## config.mk

```make
export PLATFORM = sky130hd
export DESIGN_NAME = cal_cell
export DESIGN_NICKNAME = d
export VERILOG_FILES = /design/src/rtl/cal_pkg.sv /design/src/rtl/cal_cell.sv
export SDC_FILE = /design/constraint.sdc
export NUM_CORES = 2
export LEC_CHECK = 0
export BUFFER_PORTS_ARGS = -buffer_cell sky130_fd_sc_hd__buf_2
export CAP_MARGIN = 20
export CORE_AREA = 2 2 522 524
export DETAILED_ROUTE_END_ITERATION = 16
export DIE_AREA = 0 0 524 526
export SLEW_MARGIN = 10
export SYNTH_ARGS = -nofsm -noshare
export SYNTH_HDL_FRONTEND = slang
export SYNTH_SLANG_ARGS = --single-unit
```

## constraint.sdc

```tcl
create_clock -name clk -period 2 [get_ports clk]
set_clock_uncertainty 0.15 [all_clocks]
set_input_delay 0.3 -clock clk [delete_from_list [all_inputs] [get_ports clk]]
set_output_delay 0.3 -clock clk [all_outputs]
set_load 0.005 [all_outputs]
```

## src/rtl/cal_pkg.sv

```systemverilog
// Package for the checked 64-bit integer ALU: transfer structs, lane and
// side-band types, operation and status codes. No dependencies.
`default_nettype none
package cal_pkg;

	localparam int unsigned Width = 64;
	localparam int unsigned Steps = Width;

	// operation codes
	localparam logic [3:0] OP_OR  = 4'd0;
	localparam logic [3:0] OP_XOR = 4'd1;
	localparam logic [3:0] OP_AND = 4'd2;
	localparam logic [3:0] OP_EQ  = 4'd3;
	localparam logic [3:0] OP_NE  = 4'd4;
	localparam logic [3:0] OP_LT  = 4'd5;
	localparam logic [3:0] OP_GT  = 4'd6;
	localparam logic [3:0] OP_LE  = 4'd7;
	localparam logic [3:0] OP_GE  = 4'd8;
	localparam logic [3:0] OP_ADD = 4'd9;
	localparam logic [3:0] OP_SUB = 4'd10;
	localparam logic [3:0] OP_MUL = 4'd11;
	localparam logic [3:0] OP_DIV = 4'd12;
	localparam logic [3:0] OP_MOD = 4'd13;
	localparam logic [3:0] OP_NEG = 4'd14;
	localparam logic [3:0] OP_NOT = 4'd15;

	// view status codes
	localparam logic [1:0] ST_UNDEF = 2'd0;
	localparam logic [1:0] ST_VALID = 2'd1;
	localparam logic [1:0] ST_OVFL  = 2'd2;

	localparam logic [Width-1:0] SignBit = {1'b1, {(Width-1){1'b0}}};
	localparam logic [Width-1:0] AllOnes = {Width{1'b1}};

	typedef struct packed {
		logic [3:0]       operation;
		logic [Width-1:0] left_bits;
		logic [Width-1:0] right_bits;
		logic             left_signed_ok;
		logic             left_unsigned_ok;
		logic             right_signed_ok;
		logic             right_unsigned_ok;
		logic             left_truth;
		logic             right_truth;
		logic             left_truth_ok;
		logic             right_truth_ok;
	} in_t;

	typedef struct packed {
		logic [1:0]              signed_status;
		logic signed [Width-1:0] signed_result;
		logic [1:0]              unsigned_status;
		logic [Width-1:0]        unsigned_result;
		logic [1:0]              truth_status;
		logic                    truth_result;
	} out_t;

	// one shift-add / shift-subtract lane
	typedef struct packed {
		logic [2*Width-1:0] acc;
		logic [Width-1:0]   x;
		logic [Width-1:0]   y;
	} lane_t;

	// item data that rides along the cell chain
	typedef struct packed {
		logic [3:0] op;
		out_t       pre;
		logic       mul_mode;
		logic       both_u;
		logic       both_s;
		logic       ru_zero;
		logic       rs_zero;
		logic       min_m1;
		logic       neg;
		logic       a_sign;
	} side_t;

endpackage
`default_nettype wire

```

## src/rtl/cal_cell.sv

```systemverilog
// One cell of the multiply/divide chain: one shift-add or restoring
// shift-subtract step on the unsigned and magnitude lanes. Depends on cal_pkg.
`default_nettype none
module cal_cell (
	input  logic           clk,
	input  logic           arst_n,
	input  logic           en,
	input  logic           valid_i,
	input  cal_pkg::lane_t u_i,
	input  cal_pkg::lane_t s_i,
	input  cal_pkg::side_t side_i,
	output logic           valid_o,
	output cal_pkg::lane_t u_o,
	output cal_pkg::lane_t s_o,
	output cal_pkg::side_t side_o
);
	import cal_pkg::*;

	logic  valid_s1;
	lane_t u_s1, s_s1, u_nx, s_nx;
	side_t side_s1;

	function automatic lane_t step(input lane_t l, input logic mul);
		lane_t r;
		logic [Width:0]   rem;
		logic [Width+1:0] t;
		r   = l;
		rem = l.acc[2*Width-1:Width-1];
		t   = {1'b0, rem} - {2'b00, l.x};
		if (mul) begin
			// MSB-first shift-add
			r.acc = {l.acc[2*Width-2:0], 1'b0} +
				{{Width{1'b0}}, (l.y[Width-1] ? l.x : {Width{1'b0}})};
			r.y = {l.y[Width-2:0], 1'b0};
		end else if (!t[Width+1]) begin
			r.acc = {t[Width-1:0], l.acc[Width-2:0], 1'b1};
		end else begin
			r.acc = {l.acc[2*Width-2:0], 1'b0};
		end
		return r;
	endfunction

	assign u_nx = step(u_i, side_i.mul_mode);
	assign s_nx = step(s_i, side_i.mul_mode);

	// control
	always_ff @(posedge clk or negedge arst_n) begin
		if (!arst_n) begin
			valid_s1 <= 1'b0;
		end else if (en) begin
			valid_s1 <= valid_i;
		end
	end

	// payload
	always_ff @(posedge clk) begin
		if (en) begin
			u_s1    <= u_nx;
			s_s1    <= s_nx;
			side_s1 <= side_i;
		end
	end

	assign valid_o = valid_s1;
	assign u_o     = u_s1;
	assign s_o     = s_s1;
	assign side_o  = side_s1;

endmodule
`default_nettype wire

```

# After elaboration in Yosys (flattened, before gate mapping)
# Index checks and enable logic that the tools add are counted.
# totals
regBits	660
input_bits	663
# op_classes
n_addsub	4
mux	8
# op_table
operator	n
128-bit two-way mux	4
128-bit by 64-bit adder with 128-bit output	2
64-bit two-way mux	4
65-bit by 64-bit subtractor with 66-bit output	2

# Longest topological paths before layout
# depth
word_depth	3
depth_mapped	17
depth_no_buf	15

# Worst setup path after synthesis
# Ideal clock, no wire load.
# synth_path
path_kind	input to register
startpoint	input u_i[63] (netlist bit)
endpoint	register u_s1 (netlist bit u_o[242]) (data pin)
setup_time_ns	0.261
arrival_time_ns	3.576
required_ns	1.589
path_slack_ns	-1.986
cell_stages	16
n_path_buf	3
path_cell_list	clkbuf_1 -> clkbuf_1 -> and2_1 -> ha_1 -> clkbuf_1 -> a21o_1 -> a31o_2 -> a221oi_1 -> o221ai_1 -> a221o_1 -> o21ai_1 -> a2111oi_4 -> nand4_4 -> nor3_1 -> xor2_1 -> a221o_1
# synth_lines
element	line_no	rtl
start: declaration	cal_cell.sv:9	input cal_pkg::lane_t u_i,
end signal: assignment	cal_cell.sv:58	u_s1 <= u_nx;
end: declaration	cal_cell.sv:20	lane_t u_s1, s_s1, u_nx, s_nx;

==> impl_summary.txt <==
----------------------------------------------------
[Timing]
  Worst slew pin tran ... 0.639 ns
  RSZ-0062 raised after global routing ... true
  Final Cycle Share ... 172%
  Maximum clock frequency ... 291 MHz
  Setup WS post-layout ... -1.44 ns
  Final Max Slew Viols ... 0
  Count of endpoints failing setup in the final report ... 294
  Final critical-path required period ... 3.44 ns
  Worst hold slack ... -0.298 ns
  Final number of hold-violating endpoints ... 2
  Slew Limit Headroom ... 56.9%
  Total negative setup slack ... -254.15 ns

[Route]
  Final routed wirelength across all metal layers ... 334 mm
  WL per Instance ... 28.0 microns
  ANT nets after route ... 0
  Number of DRC markers after the initial detailed-route iteration ... 4247
  Vias ... 54200
  First-pass DRT Iterations ... 5
  Vias per Instance ... 4.54
  Number of DRC violations after detailed routing ... 0

[Synthesis]
  Syn avg cell area ... 10.0 sq um
  Post-synthesis sequential element count ... 660
  Count of distinct cell types in the synthesized netlist ... 93
  Post-Synthesis Cells ... 4482
  Async set-reset flop share out of synthesis ... 0.152%
  Post-synth EDFFs ... 659
  Net count after synthesis ... 5403
  Post-synthesis cell area ... 44900 sq um
  Dominant register cell in the synthesized netlist ... sky130_fd_sc_hd__edfxtp_1
  Count of warnings emitted by yosys ... 0
  Sequential area share after synthesis ... 44.1%

[Placement]
  Total placed instance area ... 69600 sq um
  I/O Buffers ... 1322
  Final Wtd Congestion ... 1.03
  Sum of net half-perimeters after detailed placement ... 272 mm

[GRT]
  Via count of the first global-routing pass ... 54000
  Pin count of the biggest net entering global routing ... 54
  Global Route Usage Sum ... 22.9%
  Antenna violations before repair ... 138
  First-pass GRT wire length ... 439 mm
  Residual overflow from global routing ... 0

[Setup path]
  Crit path DAT ... 3.79 ns
  CP endpoint kind ... register
  Required time at the endpoint of the critical path ... 2.35 ns
  Crit Path Max Fanout ... 6
  Critical path startpoint category ... primary input
  Path type of the worst setup path ... primary input to register

[Clock tree]
  Clock tree from TritonCTS ... done
  Clock buffers created by TritonCTS ... 93
  Latest clock arrival within the worst-skew pair ... 0.78 ns
  Clk sink count ... 660
  Total number of H-tree levels ... 3
  Clock tree buffer depth ... 4
  Worst-path clk slew ... 0.06 ns
  Root Driver ... sky130_fd_sc_hd__clkbuf_16

[Floorplanning]
  Height of the chip ... 526 microns
  Total I/O pin count ... 1323
  Total die area ... 276000 sq um
  Die Width ... 524 microns
  Initial standard-cell utilization of the core ... 16.7%
  Core box area ... 270000 sq um
  Site row count ... 191

[Flow run]
  Number of max-cap violations ... 0

[Power]
  Power per standard cell area ... 628 nW/um^2
  Static Leakage ... 37.6 nW
  Maximum vdd ir drop ... 652 uV

[Cells and area]
  Register area ... 19800 sq um
  Proportion of layout cells with a drive suffix above 1 ... 51.2%
  Total area of multi-input combinational cells ... 29000 sq um
  P&R area growth vs syn ... 92.4%
  Number of nets in the layout ... 9147
  Area of all placed cells without fillers ... 86400 sq um
  Fillcell total ... 27700

[Hold path]
  HP Class ... primary input to register

[Run status]
  Run status ... complete, but fails checks
  Violated checks ... hold timing, setup timing

----------------------------------------------------
repair_timing:
action | CTS | global route
setup buffers | 49 | 125
gates cloned | 6 | 5
hold buffers | 765 | 10
gates resized for setup | 317 | 626
hold endpoints to repair | 728 | 11
endpoints found under the setup margin | 370 | 342
pin swaps | 157 | 371
synth_stat cells (24+ instances only):
| library cell | n | share of area, % |
|---|---|---|
| sky130_fd_sc_hd__and3_1 | 51 | 0.71 |
| sky130_fd_sc_hd__inv_1 | 219 | 1.8 |
| sky130_fd_sc_hd__mux2_2 | 242 | 6.1 |
| sky130_fd_sc_hd__nor3_1 | 95 | 1.1 |
| sky130_fd_sc_hd__nand2b_1 | 31 | 0.43 |
| sky130_fd_sc_hd__nor2_1 | 285 | 2.4 |
| sky130_fd_sc_hd__ha_1 | 254 | 7.1 |
| sky130_fd_sc_hd__clkbuf_1 | 162 | 1.4 |
| sky130_fd_sc_hd__edfxtp_1 | 659 | 44 |
| sky130_fd_sc_hd__o21a_1 | 45 | 0.75 |
| sky130_fd_sc_hd__o21bai_1 | 45 | 0.75 |
| sky130_fd_sc_hd__nor4_1 | 31 | 0.43 |
| sky130_fd_sc_hd__xor2_1 | 152 | 3.0 |
| sky130_fd_sc_hd__a31oi_1 | 38 | 0.53 |
| sky130_fd_sc_hd__or3_1 | 33 | 0.46 |
| sky130_fd_sc_hd__xnor2_1 | 192 | 3.7 |
| sky130_fd_sc_hd__a211oi_1 | 98 | 1.6 |
| sky130_fd_sc_hd__and2_1 | 147 | 2.0 |
| sky130_fd_sc_hd__nand3_1 | 114 | 1.3 |
| sky130_fd_sc_hd__buf_2 | 36 | 0.40 |
| sky130_fd_sc_hd__o211ai_1 | 24 | 0.40 |
| sky130_fd_sc_hd__nand2_1 | 340 | 2.8 |
| sky130_fd_sc_hd__a21o_1 | 129 | 2.2 |
| sky130_fd_sc_hd__a21oi_1 | 425 | 4.7 |
| sky130_fd_sc_hd__nor2b_1 | 30 | 0.42 |
| sky130_fd_sc_hd__o21ai_0 | 191 | 2.1 |
| sky130_fd_sc_hd__nand4_1 | 109 | 1.5 |
flip-flops by register name (all words and copies together) (netlist names):
| name | cells |
|---|---|
| u_o | 256 |
| side_o | 147 |
| valid_o | 1 |
| s_o | 256 |
placed cells by master (no fill, tap or decap), types with 47 or more instances in the layout:
cell and n:
sky130_fd_sc_hd__nor2_1 244, sky130_fd_sc_hd__xor2_1 132, sky130_fd_sc_hd__dlygate4sd3_1 772, sky130_fd_sc_hd__buf_6 128, sky130_fd_sc_hd__a21oi_1 330, sky130_fd_sc_hd__nand3_1 87, sky130_fd_sc_hd__diode_2 75, sky130_fd_sc_hd__and2_1 101
sky130_fd_sc_hd__mux2_2 212, sky130_fd_sc_hd__and3_1 47, sky130_fd_sc_hd__a211oi_1 54, sky130_fd_sc_hd__clkbuf_16 100, sky130_fd_sc_hd__a21oi_2 71, sky130_fd_sc_hd__edfxtp_1 659, sky130_fd_sc_hd__xnor2_1 155, sky130_fd_sc_hd__buf_12 47
sky130_fd_sc_hd__ha_4 93, sky130_fd_sc_hd__buf_4 1588, sky130_fd_sc_hd__ha_1 154, sky130_fd_sc_hd__buf_2 1295, sky130_fd_sc_hd__nor3_1 56, sky130_fd_sc_hd__a21o_1 125, sky130_fd_sc_hd__o21ai_0 114, sky130_fd_sc_hd__inv_1 194
sky130_fd_sc_hd__nand4_1 109, sky130_fd_sc_hd__nand2_1 303
stage by stage:
stage               worst slack, ns  util [%]  total power [W]  instances
finish                        -1.44      32.0           0.0543      11900
global route                  -1.47      32.0           0.0564      11900
detailed placement            -2.79      25.8           0.0343      10800
global placement              -2.80      25.8           0.0343      10800
floorplan                     -1.81         -           0.0240       4482
CTS                           -1.34      30.5           0.0534      11800
area by class of cell:
type                       instances  area share, %
clock buffer                     104           2.79
clock inverter                    61          0.628
timing repair buffer            3864           33.7
tap                             3570           5.17
inverter                         219           1.02
multi-input combinational       3388           33.5
antenna                           75          0.217
sequential                       660           22.9
power breakdown:
part	leakage, nW	switching, W	internal, W	total (W)
clock network	1.43	0.00736	0.00950	0.0169
registers	6.46	0.00105	0.0169	0.0180
logic	29.7	0.0102	0.00933	0.0195
total	37.6	0.0186	0.0358	0.0543
path summary, 6_finish.rpt:
kind,endpoint,slack (ns),from,depth (start not counted)
max,s_o[243]$_DFFE_PP_,-1.44,s_i[63],15
min,u_o[148]$_DFFE_PP_,-0.30,u_i[147],2
max reg2reg,valid_o$_DFFE_PN0P_,1.09,valid_o$_DFFE_PN0P_,1
min reg2reg,valid_o$_DFFE_PN0P_,0.39,valid_o$_DFFE_PN0P_,1
max in group asynchronous,valid_o$_DFFE_PN0P_,1.40,arst_n,3
min in group asynchronous,valid_o$_DFFE_PN0P_,0.20,arst_n,3
logic make-up after synthesis:
group                    Yosys count  synth area share [%]
AND/OR/NAND/NOR                 1344                  15.0
AO/OA/AOI/OAI                   1188                  16.8
flip-flops                       660                  44.1
buffers and inverters            434                  3.82
XOR/XNOR                         344                  6.71
adder cells (fa/ha/maj)          258                  7.25
multiplexers                     254                  6.33
critical path, stage by stage:
cell and delay [ns]:
sky130_fd_sc_hd__clkbuf_16 0.18, sky130_fd_sc_hd__buf_16 0.17, sky130_fd_sc_hd__and2_4 0.15, sky130_fd_sc_hd__ha_4 0.28
sky130_fd_sc_hd__and4_1 0.28, sky130_fd_sc_hd__or3b_4 0.47, sky130_fd_sc_hd__or4b_4 0.57, sky130_fd_sc_hd__a211oi_4 0.23
sky130_fd_sc_hd__o21ai_4 0.11, sky130_fd_sc_hd__buf_6 0.17, sky130_fd_sc_hd__nor4_4 0.24, sky130_fd_sc_hd__buf_4 0.18
sky130_fd_sc_hd__nand4_1 0.12, sky130_fd_sc_hd__xor2_1 0.19, sky130_fd_sc_hd__a22oi_1 0.11
layer usage:
layer | vias to the layer above | track usage, % | part of all wire (%)
met1 | 26700 | 28.3 | 41
met4 | 60 | 12.1 | 6.2
met3 | 619 | 5.84 | 8.1
met5 | - | 0 | 0.12
met2 | 2546 | 36.3 | 45
li1 | 24300 | - | -
(Power assumes the default switching activity.)
