## src/rtl/cal_pkg.sv

```systemverilog
// Package for the checked 64-bit integer ALU: transfer structs, lane and
// side-band types, operation and status codes. No dependencies.
`default_nettype none
package cal_pkg;

	localparam int unsigned Width = 64;
	localparam int unsigned Steps = Width;

	// operation codes
	localparam logic [3:0] OP_OR  = 4'd0;
	localparam logic [3:0] OP_XOR = 4'd1;
	localparam logic [3:0] OP_AND = 4'd2;
	localparam logic [3:0] OP_EQ  = 4'd3;
	localparam logic [3:0] OP_NE  = 4'd4;
	localparam logic [3:0] OP_LT  = 4'd5;
	localparam logic [3:0] OP_GT  = 4'd6;
	localparam logic [3:0] OP_LE  = 4'd7;
	localparam logic [3:0] OP_GE  = 4'd8;
	localparam logic [3:0] OP_ADD = 4'd9;
	localparam logic [3:0] OP_SUB = 4'd10;
	localparam logic [3:0] OP_MUL = 4'd11;
	localparam logic [3:0] OP_DIV = 4'd12;
	localparam logic [3:0] OP_MOD = 4'd13;
	localparam logic [3:0] OP_NEG = 4'd14;
	localparam logic [3:0] OP_NOT = 4'd15;

	// view status codes
	localparam logic [1:0] ST_UNDEF = 2'd0;
	localparam logic [1:0] ST_VALID = 2'd1;
	localparam logic [1:0] ST_OVFL  = 2'd2;

	localparam logic [Width-1:0] SignBit = {1'b1, {(Width-1){1'b0}}};
	localparam logic [Width-1:0] AllOnes = {Width{1'b1}};

	typedef struct packed {
		logic [3:0]       operation;
		logic [Width-1:0] left_bits;
		logic [Width-1:0] right_bits;
		logic             left_signed_ok;
		logic             left_unsigned_ok;
		logic             right_signed_ok;
		logic             right_unsigned_ok;
		logic             left_truth;
		logic             right_truth;
		logic             left_truth_ok;
		logic             right_truth_ok;
	} in_t;

	typedef struct packed {
		logic [1:0]              signed_status;
		logic signed [Width-1:0] signed_result;
		logic [1:0]              unsigned_status;
		logic [Width-1:0]        unsigned_result;
		logic [1:0]              truth_status;
		logic                    truth_result;
	} out_t;

	// one shift-add / shift-subtract lane
	typedef struct packed {
		logic [2*Width-1:0] acc;
		logic [Width-1:0]   x;
		logic [Width-1:0]   y;
	} lane_t;

	// item data that rides along the cell chain
	typedef struct packed {
		logic [3:0] op;
		out_t       pre;
		logic       mul_mode;
		logic       both_u;
		logic       both_s;
		logic       ru_zero;
		logic       rs_zero;
		logic       min_m1;
		logic       neg;
		logic       a_sign;
	} side_t;

endpackage
`default_nettype wire

```

## src/rtl/cal_front.sv

```systemverilog
// Front decode of the checked ALU: results of the operations other than multiply, divide and modulo,
// lane setup for multiply and divide. Depends on cal_pkg.
`default_nettype none
module cal_front (
	input  cal_pkg::in_t   d,
	output cal_pkg::lane_t u_lane,
	output cal_pkg::lane_t s_lane,
	output cal_pkg::side_t side
);
	import cal_pkg::*;

	logic [Width-1:0] a, b, ma, mb, sum, dif, negv;
	logic bs, bu, bt, cmp_t, cmp_u, cmp_s;
	out_t pre;

	function automatic logic cmp(input logic [3:0] op, input logic [Width-1:0] p,
		input logic [Width-1:0] q);
		logic r;
		case (op)
			OP_EQ:   r = (p == q);
			OP_NE:   r = (p != q);
			OP_LT:   r = (p < q);
			OP_GT:   r = (p > q);
			OP_LE:   r = (p <= q);
			default: r = (p >= q);
		endcase
		return r;
	endfunction

	assign a    = d.left_bits;
	assign b    = d.right_bits;
	assign ma   = a[Width-1] ? (Width'(0) - a) : a;
	assign mb   = b[Width-1] ? (Width'(0) - b) : b;
	assign sum  = a + b;
	assign dif  = a - b;
	assign negv = Width'(0) - a;
	assign bs   = d.left_signed_ok & d.right_signed_ok;
	assign bu   = d.left_unsigned_ok & d.right_unsigned_ok;
	assign bt   = d.left_truth_ok & d.right_truth_ok;

	assign cmp_t = cmp(d.operation, {{(Width-1){1'b0}}, d.left_truth},
		{{(Width-1){1'b0}}, d.right_truth});
	assign cmp_u = cmp(d.operation, a, b);
	assign cmp_s = cmp(d.operation, a ^ SignBit, b ^ SignBit);

	// results of everything except multiply, divide and modulo
	always_comb begin
		pre = '0;
		case (d.operation) inside
			OP_OR, OP_XOR, OP_AND: begin
				if (bt) begin
					pre.truth_status = ST_VALID;
					pre.truth_result = (d.operation == OP_OR) ? (d.left_truth | d.right_truth) :
						(d.operation == OP_XOR) ? (d.left_truth ^ d.right_truth) :
						(d.left_truth & d.right_truth);
				end
				if (bu) begin
					pre.unsigned_status = ST_VALID;
					pre.unsigned_result = (d.operation == OP_OR) ? (a | b) :
						(d.operation == OP_XOR) ? (a ^ b) : (a & b);
				end
			end
			[OP_EQ:OP_GE]: begin
				// last valid view wins
				if (bt) begin
					pre.truth_status = ST_VALID;
					pre.truth_result = cmp_t;
				end
				if (bu) begin
					pre.truth_status = ST_VALID;
					pre.truth_result = cmp_u;
				end
				if (bs) begin
					pre.truth_status = ST_VALID;
					pre.truth_result = cmp_s;
				end
			end
			OP_ADD: begin
				if (bu) begin
					pre.unsigned_result = sum;
					pre.unsigned_status = (sum < a) ? ST_OVFL : ST_VALID;
				end
				if (bs) begin
					pre.signed_result = sum;
					pre.signed_status = ((a[Width-1] ^ sum[Width-1]) & (b[Width-1] ^ sum[Width-1]))
						? ST_OVFL : ST_VALID;
				end
			end
			OP_SUB: begin
				if (bu) begin
					pre.unsigned_result = dif;
					pre.unsigned_status = (b > a) ? ST_OVFL : ST_VALID;
				end
				if (bs) begin
					pre.signed_result = dif;
					pre.signed_status = ((a[Width-1] ^ b[Width-1]) & (a[Width-1] ^ dif[Width-1]))
						? ST_OVFL : ST_VALID;
				end
			end
			OP_NEG: begin
				if (d.left_signed_ok) begin
					pre.signed_result = negv;
					pre.signed_status = (a == SignBit) ? ST_OVFL : ST_VALID;
				end
				// unsigned 2^63 negates to a valid most negative value
				if (d.left_unsigned_ok && a == SignBit) begin
					pre.signed_result = SignBit;
					pre.signed_status = ST_VALID;
				end
			end
			OP_NOT: begin
				if (d.left_truth_ok) begin
					pre.truth_status = ST_VALID;
					pre.truth_result = ~d.left_truth;
				end
				if (d.left_unsigned_ok) begin
					pre.unsigned_status = ST_VALID;
					pre.unsigned_result = ~a;
				end
			end
			default: pre = '0;
		endcase
		if (pre.signed_status != ST_VALID) pre.signed_result = '0;
		if (pre.unsigned_status != ST_VALID) pre.unsigned_result = '0;
		if (pre.truth_status != ST_VALID) pre.truth_result = 1'b0;
	end

	// lane setup: multiply accumulates from zero, divide starts with the dividend
	always_comb begin
		u_lane = '0;
		s_lane = '0;
		u_lane.x = (d.operation == OP_MUL) ? a : b;
		s_lane.x = (d.operation == OP_MUL) ? ma : mb;
		u_lane.y = b;
		s_lane.y = mb;
		if (d.operation != OP_MUL) begin
			u_lane.acc = {{Width{1'b0}}, a};
			s_lane.acc = {{Width{1'b0}}, ma};
		end
	end

	assign side.op       = d.operation;
	assign side.pre      = pre;
	assign side.mul_mode = (d.operation == OP_MUL);
	assign side.both_u   = bu;
	assign side.both_s   = bs;
	assign side.ru_zero  = d.right_unsigned_ok && (b == '0);
	assign side.rs_zero  = d.right_signed_ok && (b == '0);
	assign side.min_m1   = (a == SignBit) && (b == AllOnes);
	assign side.neg      = a[Width-1] ^ b[Width-1];
	assign side.a_sign   = a[Width-1];

endmodule
`default_nettype wire

```

## config.mk

```make
export PLATFORM = sky130hd
export DESIGN_NAME = cal_front
export DESIGN_NICKNAME = d
export VERILOG_FILES = /design/src/rtl/cal_pkg.sv /design/src/rtl/cal_front.sv
export SDC_FILE = /design/constraint.sdc
export NUM_CORES = 1
export LEC_CHECK = 0
export BUFFER_PORTS_ARGS = -buffer_cell sky130_fd_sc_hd__buf_2
export CAP_MARGIN = 20
export CORE_AREA = 2 2 313 315
export DETAILED_ROUTE_END_ITERATION = 8
export DIE_AREA = 0 0 315 317
export GPL_TIMING_DRIVEN = 0
export PLACE_DENSITY = 0.4
export SYNTH_ARGS = -nofsm -noshare
export SYNTH_HDL_FRONTEND = slang
export SYNTH_SLANG_ARGS = --single-unit
```

## constraint.sdc

```tcl
create_clock -name vclk -period 19.98
set_clock_uncertainty 0.15 [all_clocks]
set_input_delay 2.997 -clock vclk [all_inputs]
set_output_delay 2.997 -clock vclk [all_outputs]
set_load 0.05 [all_outputs]
```

* Word-level counts from Yosys, hierarchy flattened *
Index checks and enable logic that the tools add are counted.

operators by class
  $add $sub $neg = 4
  magnitude comparators = 16
  eq/ne operators = 24
  mux-type cells = 51
  bitwise operators = 19
  reductions and logical operators = 8

operator list
  operator               number
  $mux 66                17
  $mux 64                10
  $gt 64x64->1           3
  $lt 64x64->1           3
  $mux 65                2
  $eq 64x64->1           2
  $eq 64x64->1 const B   2
  $ge 64x64->1           2
  $le 64x64->1           2
  $ne 64x64->1           2
  $sub 1x64->64 const A  2
  $add 64x64->64         1
  $and 64x64->64         1
  $logic_not 64->1       1
  $not 64->64            1
  $or 64x64->64          1
  $sub 64x64->64         1
  $xor 64x64->64         1
  $mux 2                 12
  $eq 4x4->1 const B     5
  $eq 4x3->1 const B     4
  $pmux 1 s5             3
  $mux 3                 4
  $eq 4x2->1 const B     2
  other kinds (19)       38

word-level totals
  flip-flop bits (word level) = 0

* Longest topological paths before layout *
Gate-level depths: netlist (run 1).

  word-level depth = 11
  mapped depth = 28

* Worst setup path after synthesis (run 1) *
No wires, ideal clock.

  path kind = input port to output port
  start point = input d[79] (netlist bit)
  end point = output side[62] (netlist bit)
  arrival = 9,039 ps
  path slack = 7,794 ps
  stages = 26
  cells stage by stage = clkbuf_1 -> inv_1 -> ha_1 -> clkbuf_1 -> a21o_1 -> a211oi_1 -> a211o_1 -> a21boi_0 -> or3_1 -> a211o_1 -> a21oi_1 -> o21a_1 -> xnor2_1 -> inv_1 -> ha_1 -> nand4_1 -> nor2_1 -> nand3_1 -> or3_1 -> nor4_1 -> o2bb2ai_1 -> a21oi_1 -> o2111a_1 -> buf_2 -> clkbuf_1 -> o32ai_1

RTL lines
  what                line            source
  start: declaration  cal_front.sv:5  input cal_pkg::in_t d,
  end: declaration    cal_front.sv:8  output cal_pkg::side_t side

==> impl_metrics.py, run 1 <==
metrics = {
    "status": {
        "outcome": "completed",
    },
    "synthesis": {
        "synth_largest_area_cell": "ha_1",
        "synthCells": 3593,
        "syn_avg_cell_area_um2": 6.25,
        "yosysSeqAreaShare_pct": 0,
        "ys_warn_count": 0,
        "synth_top_area_share_pct": 14.8,
        "yosys.cell_types.count": 85,
        "synthTopCellsByArea": "ha_1, xnor2_1, a21oi_1",
        "syn_area_mm2": 0.0225,
    },
    "critical_path": {
        "cp-start-kind": "input pin",
        "crit_arrival_ps": 12650,
        "crit_path_end_kind": "output port",
        "path_class": "input pin to output port",
        "worst_ep_required_time_ps": 16830,
        "worst-path-max-fanout": 10,
    },
    "run": {
        "maxCapViolations": 0,
    },
    "finish": {
        "fill_cells": 11300,
        "design.seq.count": 0,
        "register_area_um2": 0,
        "drive_gt1_share_pct": 23.2,
        "final_nets": 4849,
        "nClkBuffers": 0,
        "syn_to_final_growth_pct": 27.7,
    },
    "floorplanning": {
        "dieArea_mm2": 0.0999,
        "rows": 114,
        "start_util_pct": 23.3,
        "die_w_um": 315,
        "die_h_um": 317,
        "core_mm2": 0.0963,
        "ios": 799,
    },
    "detailed_routing": {
        "vias_per_cell": 5.63,
        "drc": 0,
        "wl_mm": 192,
        "drt_iter0_markers": 3788,
        "vias": 32300,
        "firstDrtPassIters": 6,
        "ant_nets": 0,
        "wl_per_cell_um": 33.5,
    },
    "cts": {
        "hold_buffers": 0,
        "postCtsSetupBuffers": 0,
        "ctsResizeCount": 0,
    },
    "sta": {
        "worstMarginPinSlew_ps": 1370,
        "post-route-min-period_ps": 15800,
        "hold_viol_final": 0,
        "setup_viol": 0,
        "slew_violations": 0,
        "max_freq_mhz": 63.3,
        "fin_setup_tns_ps": 0,
        "timing.final.crit_share_pct": 79.1,
        "rsz0062_at_grt": "no",
        "slew_headroom_pct": 8.52,
    },
    "placed_design": {
        "dp_hpwl_mm": 158,
        "place_congestion": 1.03,
        "port-buffer-count": 669,
    },
    "grt": {
        "groute.usage.overall_pct": 36.2,
        "grt_antenna_before_repair": 13,
        "overflow": 0,
        "grt_start_max_net_pins": 13,
        "grt_pass1_wl_mm": 255,
        "grt_pass1_vias": 30500,
    },
    "worst_hold_path": {
        "hold_path_class": "input pin to output port",
    },
}
-- path summary, 6_finish.rpt --
kind | from | endpoint | slack, ps | cells past startpoint
worst min-delay path | d[139] | side[146] | 6150 | 2
worst max-delay path | d[89] | side[28] | 4180 | 26
-- critical path, cell delays in order --
cell and delay [ps]:
buf_2 200, clkinv_1 310, ha_1 470, clkbuf_1 510
o21ai_0 220, o21ai_0 240, a41oi_1 160, a31oi_1 560
nand4_1 400, a311oi_1 740, o2111ai_1 430, o311ai_0 500
xor2_1 630, ha_1 240, nand4_1 90, nor2_1 270
nand3_1 240, or3_1 550, nor4_1 310, o2bb2ai_1 140
a21oi_1 120, o2111a_1 200, buf_2 190, clkbuf_1 440
o31ai_1 1050, buf_2 430
-- stage by stage --
step	utilization (%)	cells	area (um2)	hold slack, ps	setup WS (ps)
detailed placement	29.6	5702	28500	6150	4600
CTS	29.6	5702	28500	6150	4580
floorplan	-	3721	22900	6010	7790
global placement	29.0	5666	27900	6150	3660
global route	29.8	5716	28700	6160	4160
finish	29.8	5725	28700	6150	4180
-- layout by cell type, fill, tap and decap left out, types with 21 or more instances in the layout --
cell	netlist	layout
a211oi_1	44	44
a21o_1	48	48
a21oi_1	379	379
a221oi_1	45	45
a31oi_1	28	28
and2_1	22	22
buf_2	3	677
buf_4	203	208
buf_8	0	31
clkbuf_1	206	194
conb_1	1	129
ha_1	265	265
inv_1	217	217
mux2_2	36	36
mux2i_1	27	27
nand2_1	296	296
nand2b_1	24	24
nand3_1	63	63
nand4_1	66	66
nor2_1	449	448
nor2b_1	39	39
nor3_1	72	72
nor4_1	42	39
o211ai_1	27	27
o21a_1	23	23
o21ai_0	248	248
o21bai_1	39	39
o221ai_1	21	21
o22ai_1	38	38
o31ai_1	50	50
or3_1	40	40
xnor2_1	288	288
-- Yosys cell counts (63+ instances only) --
library cell,count
nor2_1,449
nand2_1,296
nor3_1,72
clkbuf_1,206
inv_1,217
xnor2_1,288
o21ai_0,248
nand4_1,66
a21oi_1,379
nand3_1,63
buf_4,203
ha_1,265
-- area by class of cell --
class	count	area, um2	area share (%)
multi-input combinational	3062	19800	68.8
timing repair buffer	719	4070	14.2
buffer	432	2400	8.37
tap	1276	1600	5.56
inverter	227	852	2.97
antenna	9	22.5	0.0785
-- kinds of logic (layout without fill, tap and decap cells) --
group | Yosys count | in the layout | share of synthesized area [%]
AOI/OAI and AO/OA | 1118 | 1118 | 31.4
xor gates and xnor gates | 300 | 300 | 11.7
adders and majority gates | 267 | 267 | 14.9
buffers and inverters | 659 | 1378 | 14.4
muxes | 63 | 63 | 3.01
other | 1 | 138 | 0.0167
and+or+nand+nor | 1185 | 1185 | 24.5
-- per-layer routing --
metal | global-route usage (%) | part of all wire (%) | vias to the layer above
met1 | 47.3 | 42 | 15800
met4 | 14.1 | 4.6 | 6
li1 | - | - | 14100
met3 | 5.96 | 8.5 | 351
met5 | 0 | 0.018 | -
met2 | 59.2 | 45 | 1949
==> inputs of run 2 (changes only) <==
PLACE_DENSITY = 0.41   (was 0.4)
clock period = 14.5 ns   (was 19.98 ns; I/O delays follow)
==> impl_metrics.py, run 2 (same netlist as run 1, synthesis figures left out) <==
metrics = {
    "status": {
        "outcome": "completed",
    },
    "sta": {
        "timing.final.crit_share_pct": 98.7,
        "max_freq_mhz": 69.9,
        "slew_headroom_pct": 12.1,
        "hold_viol_final": 0,
        "post-route-min-period_ps": 14320,
        "slew_violations": 0,
        "setup_viol": 0,
        "rsz0062_at_grt": "no",
        "worstMarginPinSlew_ps": 1300,
        "fin_setup_tns_ps": 0,
    },
    "floorplanning": {
        "die_h_um": 317,
        "die_w_um": 315,
        "ios": 799,
        "start_util_pct": 23.3,
        "core_mm2": 0.0963,
        "rows": 114,
        "dieArea_mm2": 0.0999,
    },
    "critical_path": {
        "path_class": "input pin to output port",
        "worst_ep_required_time_ps": 12180,
        "worst-path-max-fanout": 10,
        "cp-start-kind": "input pin",
        "crit_path_end_kind": "output port",
        "crit_arrival_ps": 11990,
    },
    "finish": {
        "fill_cells": 11300,
        "drive_gt1_share_pct": 23.0,
        "syn_to_final_growth_pct": 27.5,
        "layout.cells.non_filler": 5716,
        "design.seq.count": 0,
        "nClkBuffers": 0,
        "utilization_pct": 29.7,
        "register_area_um2": 0,
        "final_nets": 4845,
        "final_cell_mix": "buf_2, nor2_1, a21oi_1",
        "layout_commonest_cell": "buf_2",
    },
    "detailed_routing": {
        "wl_mm": 189,
        "firstDrtPassIters": 8,
        "vias": 32200,
        "vias_per_cell": 5.63,
        "wl_per_cell_um": 33.1,
        "ant_nets": 0,
        "drc": 0,
        "drt_iter0_markers": 3753,
    },
    "grt": {
        "grt_pass1_wl_mm": 252,
        "groute.usage.overall_pct": 35.7,
        "overflow": 0,
        "grt_antenna_before_repair": 20,
        "grt_start_max_net_pins": 13,
        "grt_pass1_vias": 30400,
    },
    "cts": {
        "hold_buffers": 0,
        "ctsResizeCount": 0,
        "postCtsSetupBuffers": 0,
    },
    "run": {
        "maxCapViolations": 0,
    },
    "worst_hold_path": {
        "whs_path_depth": 2,
        "hold_path_class": "input pin to output port",
        "holdPathEnd": "side[146]",
        "holdCritStartpoint": "d[139]",
    },
    "placed_design": {
        "dp_hpwl_mm": 158,
        "place_inst": 5707,
        "port-buffer-count": 669,
        "place_congestion": 1.05,
    },
}
## run 2: cell types whose count changed in the layout (fill, tap and decap cells not counted)
cell      delta
diode_2      -5
nor4b_2      -1
nor4_1       +1
clkbuf_2     -1
buf_4        +1
nor4b_1      +1
buf_2        -2
nor4_2       -1
buf_16       +2
clkbuf_4     -1
clkbuf_1     +2
buf_8        -6
buf_1        +1
## run 2: how the worst max path moves through the flow
stage	startpoint	to	cells after the start	slack (ps)
finish	d[89]	side[46]	26	180
global route	d[89]	side[46]	26	140
CTS	d[89]	side[47]	27	550
detailed placement	d[89]	side[47]	27	590
global placement	d[80]	side[38]	27	-340
floorplan	d[79]	side[62]	26	3960
## run 2: final cells by class
| cell class | instances | area (um2) | share of cell area (%) |
|---|---|---|---|
| Antenna cell | 4 | 10.0 | 0.0350 |
| Buffer | 432 | 2400 | 8.38 |
| Inverter | 227 | 852 | 2.98 |
| Multi-Input combinational cell | 3062 | 19700 | 68.9 |
| Tap cell | 1276 | 1600 | 5.57 |
| Timing Repair Buffer | 715 | 4040 | 14.1 |
## run 2: critical path, stage by stage
cell and delay, ps:
buf_2 210, clkinv_1 320, ha_1 480, clkbuf_1 520, o21ai_0 230, o21ai_0 350, a41oi_1 190, a31oi_1 570
nand4_1 370, a311oi_1 770, o2111ai_1 440, o311ai_0 500, xor2_1 540, ha_1 230, nand4_1 90, nor2_1 310
nand3_1 250, or3_1 550, nor4_1 300, o2bb2ai_1 150, a21oi_1 120, o2111a_1 180, buf_2 190, clkbuf_1 460
o31ai_1 1050, buf_2 420
## run 2: through the flow
stage / setup WS (ps) / hold WS [ps] / cell area [um2]
after detailed placement: 589 / 4500 / 28600
after floorplan: 3960 / 4370 / 22900
after global routing: 137 / 4520 / 28600
after global placement: -340 / 4500 / 27900
after CTS: 548 / 4500 / 28600
final: 185 / 4500 / 28600
## run 2: layer usage
metal,track usage (%),vias up,wire length (um)
li1,-,14100,-
met1,46.6,15700,78400
met2,58.5,1907,85300
met3,5.39,387,15800
met4,15.0,18,9390
met5,0,-,128
