[src/rtl/cal_pkg.sv]
// Package for the checked 64-bit integer ALU: transfer structs, lane and
// side-band types, operation and status codes. No dependencies.
`default_nettype none
package cal_pkg;

	localparam int unsigned Width = 64;
	localparam int unsigned Steps = Width;

	// operation codes
	localparam logic [3:0] OP_OR  = 4'd0;
	localparam logic [3:0] OP_XOR = 4'd1;
	localparam logic [3:0] OP_AND = 4'd2;
	localparam logic [3:0] OP_EQ  = 4'd3;
	localparam logic [3:0] OP_NE  = 4'd4;
	localparam logic [3:0] OP_LT  = 4'd5;
	localparam logic [3:0] OP_GT  = 4'd6;
	localparam logic [3:0] OP_LE  = 4'd7;
	localparam logic [3:0] OP_GE  = 4'd8;
	localparam logic [3:0] OP_ADD = 4'd9;
	localparam logic [3:0] OP_SUB = 4'd10;
	localparam logic [3:0] OP_MUL = 4'd11;
	localparam logic [3:0] OP_DIV = 4'd12;
	localparam logic [3:0] OP_MOD = 4'd13;
	localparam logic [3:0] OP_NEG = 4'd14;
	localparam logic [3:0] OP_NOT = 4'd15;

	// view status codes
	localparam logic [1:0] ST_UNDEF = 2'd0;
	localparam logic [1:0] ST_VALID = 2'd1;
	localparam logic [1:0] ST_OVFL  = 2'd2;

	localparam logic [Width-1:0] SignBit = {1'b1, {(Width-1){1'b0}}};
	localparam logic [Width-1:0] AllOnes = {Width{1'b1}};

	typedef struct packed {
		logic [3:0]       operation;
		logic [Width-1:0] left_bits;
		logic [Width-1:0] right_bits;
		logic             left_signed_ok;
		logic             left_unsigned_ok;
		logic             right_signed_ok;
		logic             right_unsigned_ok;
		logic             left_truth;
		logic             right_truth;
		logic             left_truth_ok;
		logic             right_truth_ok;
	} in_t;

	typedef struct packed {
		logic [1:0]              signed_status;
		logic signed [Width-1:0] signed_result;
		logic [1:0]              unsigned_status;
		logic [Width-1:0]        unsigned_result;
		logic [1:0]              truth_status;
		logic                    truth_result;
	} out_t;

	// one shift-add / shift-subtract lane
	typedef struct packed {
		logic [2*Width-1:0] acc;
		logic [Width-1:0]   x;
		logic [Width-1:0]   y;
	} lane_t;

	// item data that rides along the cell chain
	typedef struct packed {
		logic [3:0] op;
		out_t       pre;
		logic       mul_mode;
		logic       both_u;
		logic       both_s;
		logic       ru_zero;
		logic       rs_zero;
		logic       min_m1;
		logic       neg;
		logic       a_sign;
	} side_t;

endpackage
`default_nettype wire

[src/rtl/cal_back.sv]
// Result assembly of the checked ALU: overflow tests and signs for multiply,
// divide and modulo; other operations pass through. Depends on cal_pkg.
`default_nettype none
module cal_back (
	input  cal_pkg::lane_t u_lane,
	input  cal_pkg::lane_t s_lane,
	input  cal_pkg::side_t side,
	output cal_pkg::out_t  res
);
	import cal_pkg::*;

	logic [Width-1:0] p_lo, q_s, r_s;

	assign p_lo = s_lane.acc[Width-1:0];
	assign q_s  = s_lane.acc[Width-1:0];
	assign r_s  = s_lane.acc[2*Width-1:Width];

	always_comb begin
		res = side.pre;
		case (side.op)
			OP_MUL: begin
				if (side.both_u) begin
					res.unsigned_result = u_lane.acc[Width-1:0];
					res.unsigned_status = (|u_lane.acc[2*Width-1:Width]) ? ST_OVFL : ST_VALID;
				end
				if (side.both_s) begin
					res.signed_result = side.neg ? (Width'(0) - p_lo) : p_lo;
					// magnitude must stay within 2^63 (negative) or 2^63-1
					res.signed_status = ((|s_lane.acc[2*Width-1:Width]) ||
						(side.neg ? (p_lo > SignBit) : p_lo[Width-1])) ? ST_OVFL : ST_VALID;
				end
			end
			OP_DIV: begin
				if (side.ru_zero) begin
					res.unsigned_status = ST_OVFL;
				end else if (side.both_u) begin
					res.unsigned_status = ST_VALID;
					res.unsigned_result = u_lane.acc[Width-1:0];
				end
				if (side.rs_zero) begin
					res.signed_status = ST_OVFL;
				end else if (side.both_s) begin
					if (side.min_m1) begin
						res.signed_status = ST_OVFL;
					end else begin
						res.signed_status = ST_VALID;
						res.signed_result = side.neg ? (Width'(0) - q_s) : q_s;
					end
				end
			end
			OP_MOD: begin
				if (side.ru_zero) begin
					res.unsigned_status = ST_VALID;
				end else if (side.both_u) begin
					res.unsigned_status = ST_VALID;
					res.unsigned_result = u_lane.acc[2*Width-1:Width];
				end
				if (side.rs_zero) begin
					res.signed_status = ST_VALID;
				end else if (side.both_s) begin
					if (side.min_m1) begin
						res.signed_status = ST_OVFL;
					end else begin
						res.signed_status = ST_VALID;
						res.signed_result = side.a_sign ? (Width'(0) - r_s) : r_s;
					end
				end
			end
			default: res = side.pre;
		endcase
		if (res.signed_status != ST_VALID) res.signed_result = '0;
		if (res.unsigned_status != ST_VALID) res.unsigned_result = '0;
	end

endmodule
`default_nettype wire

[config.mk]
export PLATFORM = sky130hd
export DESIGN_NAME = cal_back
export DESIGN_NICKNAME = d
export VERILOG_FILES = /design/src/rtl/cal_pkg.sv /design/src/rtl/cal_back.sv
export SDC_FILE = /design/constraint.sdc
export NUM_CORES = 1
export LEC_CHECK = 0
export ABC_AREA = 1
export BUFFER_PORTS_ARGS = -buffer_cell sky130_fd_sc_hd__buf_2
export CORE_AREA = 2 2 310 312
export DETAILED_ROUTE_END_ITERATION = 16
export DIE_AREA = 0 0 312 314
export PLACE_DENSITY = 0.31
export SLEW_MARGIN = 10
export SYNTH_ARGS = -nofsm -noshare
export SYNTH_HDL_FRONTEND = slang
export SYNTH_SLANG_ARGS = --single-unit
[constraint.sdc]
create_clock -name vclk -period 4.2
set_input_delay 0.84 -clock vclk [all_inputs]
set_output_delay 0.84 -clock vclk [all_outputs]
set_load 0.01 [all_outputs]
== Word level (Yosys, flattened, before mapping) ==
Cells that the tools add are included.
Cells by class
  reductions and logical operators: 3
  $add $sub $neg: 2
  multiplexer cells: 25
  magnitude comparators: 1
  equality and inequality tests: 5
Operators with widths (count)
  $mux W64: 10
  $mux W66: 6
  $pmux W132 S3: 1
  $reduce_or A64 Y1: 2
  $sub A1 B64 Y64 const A: 2
  $gt A64 B64 Y1 const B: 1
  $mux W2: 7
  $eq A4 B4 Y1 const B: 3
  $ne A2 B1 Y1 const B: 2
  $logic_or A1 B1 Y1: 1
  $mux W1: 1
Word-level totals
  logic and storage cells: 36
  output and inout port bits: 135
  bits in registers: 0

== Longest topological paths before layout ==
Gate-level depths: netlist of the first run.
  depth after elaboration: 8
  mapped depth: 16
  gate-level depth less buffers: 14

== Least setup slack after synthesis of the first run ==
No wires, ideal clock.
  path kind: in2out
  start point: input port s_lane[192] (netlist bit)
  end point: output port res[105] (netlist bit)
  data arrival time: 2.405 ns
  required time: 3.360 ns
  stages on the path: 14
  setup slack: 0.955 ns
  cell sequence: inv_1 -> ha_1 -> nand2_1 -> nor2_2 -> nand2_1 -> nor2_1 -> nand2_1 -> nor2_2 -> nand2_2 -> a21oi_4 -> buf_6 -> buf_6 -> nand3_2 -> nor2_1
RTL lines
  start: declaration: RTL line cal_back.sv:6  | input cal_pkg::lane_t s_lane,
  end: declaration: RTL line cal_back.sv:8  | output cal_pkg::out_t res

==> results of run 1 <==
## kinds of logic after synthesis
group / after synthesis / synth area share (%)
AOI/OAI and AO/OA: 342 / 20.8
adders and majority gates: 2 / 0.289
and+or+nand+nor: 1296 / 63.4
buffers and inverters: 307 / 14.3
xor gates and xnor gates: 12 / 1.21
## per-stage QoR
step | utilization, % | total power, mW | hold slack, ps | instance area [µm²] | worst slack [ps]
finish | 13.9 | 1.16 | 1680 | 13100 | 202
floorplan | - | 0.550 | 1770 | 8660 | 955
global route | 13.9 | 1.28 | 1680 | 13100 | 2.58
CTS | 13.9 | 1.16 | 1680 | 13100 | 75.7
detailed placement | 13.9 | 1.16 | 1680 | 13100 | 89.9
global placement | 13.9 | 1.16 | 1680 | 13100 | 55.0
## cells in the mapped netlist (all sizes together)
library cell	n
a22oi	16
xnor2	3
a21o	1
o31ai	2
a21boi	1
ha	2
nand3	260
nor2	409
clkbuf	39
xor2	9
a221oi	1
nand4	35
inv	215
nand3b	16
or2	10
nand2	559
o211ai	1
a32oi	1
o21ai	181
nor3	4
buf	51
a21oi	132
and2	2
o22ai	6
and3	1
clkinv	2
## critical path: cells and delay by family
| kind | cells | cell delay [ps] |
|---|---|---|
| and+or+nand+nor | 10 | 1930 |
| buffers and inverters | 2 | 270 |
| AOI/OAI and AO/OA | 1 | 110 |
## routing by layer
metal / up-vias / routed length, µm / global-route usage [%] / part of all wire [%]
met2: 458 / 33100 / 22.3 / 45
met4: 28 / 490 / 0.918 / 0.66
li1: 7356 / - / - / -
met1: 6776 / 36000 / 20.8 / 49
met5: - / 161 / 0 / 0.22
met3: 58 / 4350 / 1.90 / 5.9
## power by group
part | internal [mW] | switching (mW)
Clock | 0.000000152 | 0
Combinational | 0.417 | 0.742
Sequential | 0 | 0
Total | 0.417 | 0.742
## area by class of cell
| class | count | area, µm² | share of cell area [%] |
|---|---|---|---|
| diodes | 8 | 20.0 | 0.152 |
| inverters | 217 | 815 | 6.20 |
| multi-input cells | 1653 | 7470 | 56.8 |
| well taps | 1265 | 1580 | 12.0 |
| repair buffers | 596 | 3260 | 24.8 |
## final timing paths
check	from	to	slack, ps	depth (start not counted)
worst max-delay path	s_lane[195]	res[112]	200	13
worst min-delay path	side[10]	res[2]	1680	0
==> results.md, run 1 <==
* Status: finished clean
* Syn Inst Count at 1,959
* Placer Congestion at 0.888
* Dominant cell type by area after synthesis: nand2_1
* Grt total ovfl at 0
* Seq Cell Count at 0
* Die H at 314 µm
* Crit end category: output port
* RSZ-0062 raised after global routing: no
* Max_slew headroom at 33.9%
* Vias at 14,700
* # Post-CTS Setup Buffers at 0
* Final slew viol count at 0
* Layout cell share with drive strength beyond 1 at 26.4%
* Max cap viols at 0
* Initial antenna violation count at 36
* CP Class: in2out
* Period utilization at 95.2%
* Die extent in x at 312 µm
* Worst-path cell chain: buf_2, nor2_1, nand4_1, nand2_1, nand3_1, nor2_2, nand2_1, nand2_1, nand3_1, nand2_1, a21oi_1, nor2_1, buf_2
* DR DRC count at 0
* Hold crit path type: in2out
* Initial Util at 9.17%
* Crit-path max cell delay at 370 ps
* Setup TNS at 0 ps
* First-pass GRT wire length at 100 mm
* Iteration-0 DRC Markers at 1,315
* Fillers at 11,600
* Post-synth top area share at 24.0%
* Most frequent cells in the layout: nand2_1, buf_2, nor2_1, nand3_1, inv_1
* HPWL after detailed placement at 64.4 mm
* Syn Nets at 2,620
* Hold Vio Cnt, Final at 0
* Antenna viol nets, final at 0
* Area growth, synth to finish at 51.8%
* Sequential area share after synthesis at 0%
* Cell at the slowest stage of the critical path: nor2_2
* Minimum clock period at 4000 ps
* Row cnt at about 110
* Most common cell on crit path: nand2_1
* Total Nets Final at 3,129
* Non-filler instance count after layout at ~3,700
* Total Routing Usage GR at 14.0%
* I/O Pins at about 790
* DR WL/cell at 19.8 µm
* Leak at about 6.5 nW
* Worst EP required at around 3400 ps
* Largest net degree at the start of global routing at 64
* Worst setup SP type: input port
* Dpl cells at between 3,000 and 4,000
* Max IR drop VDD at roughly 0.026 mV
* CLK BUF at 0
* Register area at 0 µm²
* Post-CTS Hold Buffers at 0
* Yosys warns at 0
* Core area at 94,400 µm²
* Max Freq at between 200 and 300 MHz
* Vias in the first global route at 13,600
* Cell variety after synth at 40
* Post-CTS resize count at 0
* Final wirelength at 74.1 mm
* Mean Syn Cell Area at 4.42 µm²
* Port bufs at 531
* Most common cell after layout, fill and taps aside: nand2_1
* Area contributors post-synth: nand2_1, nor2_1, nand3_1, o21ai_0, inv_1
* DRT Pass-1 Iters at 8
* CP max FO at 7
* Setup violators final at 0
* Pwr Density at 88.2 nW/µm²
* Actual slew at the worst max-slew pin at 991 ps
* Vias per cell at 3.93
* DIE AREA at 98,000 µm²
* CP arrival at 3160 ps
* Post-synthesis cell area at ~8700 µm²
No activity file was read; power rests on OpenSTA's default activity.
==> run 2: changes to the inputs <==
--- a/config.mk
+++ b/config.mk
@@ -10,7 +10,6 @@
 export CORE_AREA = 2 2 310 312
 export DETAILED_ROUTE_END_ITERATION = 16
 export DIE_AREA = 0 0 312 314
-export PLACE_DENSITY = 0.31
 export SLEW_MARGIN = 10
 export SYNTH_ARGS = -nofsm -noshare
 export SYNTH_HDL_FRONTEND = slang
==> results.md, run 2 (synthesized netlist as in run 1, its figures left out) <==
* Period utilization at 96.0% (+0.85 points)
* Die extent in x at 312 µm (unchanged)
* Hold crit path type: in2out
* RSZ-0062 raised after global routing: no
* Port bufs at 531 (unchanged)
* Seq Cell Count at 0 (unchanged)
* Fillers at 11,400 (-1.4%)
* Setup violators final at 0 (unchanged)
* Die H at 314 µm (unchanged)
* Register area at 0 µm² (unchanged)
* Final slew viol count at 0 (unchanged)
* Total Routing Usage GR at 12.7% (-1.4 points)
* Pwr Density at 84.5 nW/µm² (-4.2%)
* Leak at 6.40 nW (-1.4%)
* Most common cell after layout, fill and taps aside: nand2_1
* Non-filler instance count after layout at 3,731 (-0.21%)
* Status: finished clean
* Worst setup SP type: input port
* Area growth, synth to finish at 50.5%
* CP Class: in2out
* Post-CTS Hold Buffers at 0 (unchanged)
* Final core utilization at 13.8% (-0.12 points)
* Hold wc startpoint: side[10]
* Worst EP required at 3360 ps (about the same)
* First-pass GRT wire length at 92.0 mm (-8.4%)
* Min Hold Slack at 1680 ps (+0.0200 ps)
* Antenna viol nets, final at 0 (unchanged)
* Crit end category: output port
* Iteration-0 DRC Markers at 1,726 (+31%)
* CP max FO at 5 (-2)
* Hold Vio Cnt, Final at 0 (unchanged)
* DIE AREA at 98,000 µm² (unchanged)
* Total Nets Final at 3,110 (-0.61%)
* DR WL/cell at 18.0 µm (-9.2%)
* DRT Pass-1 Iters at 5 (-3)
* Core area at 94,400 µm² (unchanged)
* Max cap viols at 0 (unchanged)
* Power after layout at 1.10 mW (-5.0%)
* Initial Util at 9.17% (unchanged)
* # Post-CTS Setup Buffers at 0 (unchanged)
* CLK BUF at 0 (unchanged)
* Setup ws final at 166 ps (-35.7 ps)
* Row cnt at 113 (unchanged)
* Setup TNS at 0 ps (unchanged)
* Dpl cells at 3,712 (-0.48%)
* Cell area after layout at 13,000 µm² (-0.84%)
* Max IR drop VDD at 0.0263 mV (+2.6%)
* Minimum clock period at 4030 ps (+35.7 ps)
* Placer Congestion at 0.955 (+7.5%)
* Max Freq at 248 MHz (-0.89%)
* Layout cell share with drive strength beyond 1 at 26.0% (-0.49 points)
* Grt total ovfl at 0 (unchanged)
* Final wirelength at 67.2 mm (-9.4%)
* Actual slew at the worst max-slew pin at 744 ps (-247 ps)
* Vias at 15,200 (+3.8%)
* HPWL after detailed placement at 58.8 mm (-8.6%)
* Area of the multi-input gates at 7470 µm² (about the same)
* Initial antenna violation count at 57 (+58%)
* Vias per cell at 4.08 (+4.0%)
* DR DRC count at 0 (unchanged)
* Dpl cell area at 13,000 µm² (-1.0%)
* Most frequent cells in the layout: nand2_1, buf_2, nor2_1, nand3_1, inv_1
* CP arrival at 3190 ps (+30 ps)
* Largest net degree at the start of global routing at 65 (+1.6%)
* I/O Pins at 794 (unchanged)
* Crit path launch: s_lane[128]
* Vias in the first global route at 13,300 (-2.1%)
* Post-Place Worst Slack at 133 ps (+42.8 ps)
* Max_slew headroom at 50.4% (+16 points)
==> run 2: changes by cell type in the layout (fill, tap and decap cells not counted), sizes merged <==
cell,delta
buf,-18
o21ai,-1
diode,+11
==> run 2: where the power goes <==
group          leakage (nW)  switching (mW)  internal (mW)
Combinational          6.40           0.699          0.402
Clock              0.000124               0    0.000000293
Sequential                0               0              0
Total                  6.40           0.699          0.402
==> run 2: repair_timing <==
action                                 in CTS  in global routing
setup endpoints to repair                   0                  4
endpoints found under the hold margin       0                  0
resized for setup                           0                  3
==> run 2: layer usage <==
metal | wire [µm] | GRT usage, % | vias to the layer above
li1 | - | - | 7344
met1 | 30700 | 18.6 | 6912
met2 | 27700 | 18.8 | 804
met3 | 7520 | 3.68 | 120
met4 | 893 | 0.885 | 54
met5 | 334 | 0 | -
==> run 2: layout make-up <==
class,instances,share of cell area [%]
Antenna cell,19,0.365
Inverter,217,6.25
Multi-Input combinational cell,1652,57.3
Tap cell,1265,12.1
Timing Repair Buffer,578,24.0
==> run 2: final timing paths <==
| check | end | cells after the start |
|---|---|---|
| setup / recovery | res[131] | 16 |
| hold / removal | res[2] | 0 |
==> run 2: worst max-delay path, stage by stage <==
cell and delay, ps:
buf_2 100, inv_1 120, ha_1 210, nand2_2 90
nor2_4 140, nand2_1 160, nand2_1 160, nand2_1 150
nor2_1 210, nand2_1 80, nand2_1 60, nand3_1 150
nand2_1 220, nand2_1 110, a21oi_2 220, buf_2 160
==> run 3: changes to the inputs <==
--- a/config.mk
+++ b/config.mk
@@ -5,11 +5,11 @@
 export SDC_FILE = /design/constraint.sdc
 export NUM_CORES = 1
 export LEC_CHECK = 0
-export ABC_AREA = 1
+export ABC_AREA = 0
 export BUFFER_PORTS_ARGS = -buffer_cell sky130_fd_sc_hd__buf_2
-export CORE_AREA = 2 2 310 312
+export CORE_AREA = 2 2 305 307
 export DETAILED_ROUTE_END_ITERATION = 16
-export DIE_AREA = 0 0 312 314
+export DIE_AREA = 0 0 307 309
 export SLEW_MARGIN = 10
 export SYNTH_ARGS = -nofsm -noshare
 export SYNTH_HDL_FRONTEND = slang
==> results.md, run 3 <==
* Final slew viol count at 0 (unchanged)
* Post-synthesis cell area at 5710 µm² (-34%)
* Port bufs at 531 (unchanged)
* Setup TNS at -23,630 ps (-23,630 ps)
* Vias per cell at 4.04 (-1.0%)
* Register area at 0 µm² (unchanged)
* Hold wc startpoint: side[10]
* Minimum clock period at 4660 ps (+629 ps)
* Initial antenna violation count at 70 (+23%)
* Worst setup SP type: input port
* Largest net degree at the start of global routing at 55 (-15%)
* Row cnt at 111 (-1.8%)
* DRT Pass-1 Iters at 10 (+5)
* HPWL after detailed placement at 64.9 mm (+10%)
* Most common cell after layout, fill and taps aside: buf_2
* Period utilization at 111% (+15 points)
* Area contributors post-synth: xnor2_1, a222oi_1, nor2_1, a22oi_1, nand2_1
* Sequential area share after synthesis at 0% (unchanged)
* Most frequent cell after synthesis: nor2_1
* CP arrival at 3820 ps (+630 ps)
* Setup violators final at 64 (+64)
* Syn Inst Count at 908 (-54%)
* Max_slew headroom at 35.8% (-15 points)
* Max IR drop VDD at 0.0515 mV (+95%)
* DR DRC count at 0 (unchanged)
* Core area at 91,400 µm² (-3.2%)
* Max cap viols at 0 (unchanged)
* RSZ-0062 raised after global routing: yes
* Total Nets Final at 2,289 (-26%)
* Cell variety after synth at 58 (+45%)
* Power after layout at 1.20 mW (+8.8%)
* DIE AREA at 94,900 µm² (-3.2%)
* Final core utilization at 13.6% (-0.23 points)
* Status: finished with violations
* Hold Vio Cnt, Final at 0 (unchanged)
* Grt total ovfl at 0 (unchanged)
* Iteration-0 DRC Markers at 1,381 (-20%)
* Seq Cell Count at 0 (unchanged)
* Initial Util at 6.25% (-2.9 points)
* DR WL/cell at 25.7 µm (+43%)
* Dominant cell type by area after synthesis: xnor2_1
* Actual slew at the worst max-slew pin at 963 ps (+218 ps)
* Mean Syn Cell Area at 6.29 µm² (+42%)
* Area growth, synth to finish at 117%
* Yosys warns at 0 (unchanged)
* CLK BUF at 0 (unchanged)
* First-pass GRT wire length at 93.5 mm (+1.6%)
* I/O Pins at 794 (unchanged)
* Total Routing Usage GR at 14.3% (+1.7 points)
* Placer Congestion at 0.990 (+3.6%)
* Post-synth top area share at 13.5% (-11 points)
* CP max FO at 8 (+3)
* Hold Path Sink: res[2]
* Vias at 11,500 (-25%)
* Crit end category: output port
* Most frequent cells in the layout: buf_2, buf_4, nor2_1, nand2_1, xnor2_1
* Die H at 309 µm (-1.6%)
* Setup ws final at -463 ps (-629 ps)
* Failing checks: setup timing
* Final wirelength at 72.9 mm (+8.6%)
* Hold crit path type: in2out
* Pwr Density at 96.6 nW/µm² (+14%)
* Synth top cells by count: nor2_1, nand2_1, xnor2_1
* Syn Nets at 1,569 (-40%)
* Die extent in x at 307 µm (-1.6%)
* Hold depth at 0 (unchanged)
* Leak at 5.14 nW (-20%)
* Antenna viol nets, final at 0 (unchanged)
* Max Freq at 214 MHz (-13%)
* Vias in the first global route at 10,900 (-18%)
* Layout cell share with drive strength beyond 1 at 54.0% (+28 points)
* Worst EP required at 3360 ps (about the same)
* CP Class: in2out
-- run 3: changes by cell type after synthesis, moves of 26 or more --
cell      before  now
o21ai_0      171   44
a222oi_1       0   74
o31ai_1        2   43
a22oi_1       16   49
nand3_1      250   15
nor2_1       391  127
a21oi_1      131   42
nor4_1         0   38
inv_1        213   12
xnor2_1        3   88
nand2_1      554   89
clkbuf_1      39   65
-- run 3: stage by stage --
step                      cells  setup WS (ps)  instance area (µm²)  hold WS (ps)
after global routing       2829           -524                12400          1680
after detailed placement   2802           -693                11600          1680
after floorplan             908            159                 5710          1770
final                      2841           -463                12400          1680
after CTS                  2808           -497                12100          1680
after global placement     2802           -708                11600          1680
-- run 3: final cells by class --
type	instances	area (µm²)
tap	1186	1480
fill	10700	79000
inverter	12	45.0
antenna	29	72.6
multi-input combinational	823	5800
timing repair buffer	791	5000
-- run 3: worst max-delay path, stage by stage --
cell and delay [ps]:
buf_6 90, or4_4 560, nand2b_4 180, or4_4 450
o41a_1 420, and4b_2 330, buf_12 130, o21ai_4 60
buf_12 200, buf_12 170, a21oi_1 180, buf_2 170
-- run 3: power by group --
group | internal, mW | switching [mW] | total, mW
Combinational | 0.538 | 0.659 | 1.20
Clock | 0.000000831 | 0 | 0.000000831
Sequential | 0 | 0 | 0
-- run 3: worst max path at each step --
stage / startpoint / endpoint / slack (ps)
6_report: s_lane[163] / res[119] / -460
3_3_place_gp: s_lane[128] / res[125] / -710
4_1_cts: s_lane[141] / res[125] / -500
5_1_grt: s_lane[163] / res[120] / -520
2_1_floorplan: s_lane[178] / res[126] / 160
3_5_place_dp: s_lane[128] / res[125] / -690
-- run 3: kinds of logic (layout without fill, tap and decap cells) --
logic type | Yosys count | after routing | synth area share [%]
AOI/OAI and AO/OA | 313 | 314 | 41.1
xor gates and xnor gates | 114 | 114 | 17.5
adders and majority gates | 2 | 2 | 0.438
buffers and inverters | 86 | 803 | 6.09
muxes | 7 | 7 | 1.27
other | 0 | 29 | 0
and+or+nand+nor | 386 | 386 | 33.6
-- run 3: layer usage --
metal | GRT usage, % | routed length (µm) | vias up
li1 | - | - | 5094
met1 | 17.5 | 30000 | 5398
met2 | 22.7 | 30900 | 745
met3 | 4.76 | 7300 | 208
met4 | 6.80 | 4440 | 36
met5 | 0 | 232 | -
-- run 3: repair_timing --
action	4_1_cts	5_1_grt
cloned	4	0
setup buffers	2	4
resized for setup	88	32
pin swaps	12	9
hold buffers	0	0
setup endpoints to repair	65	66
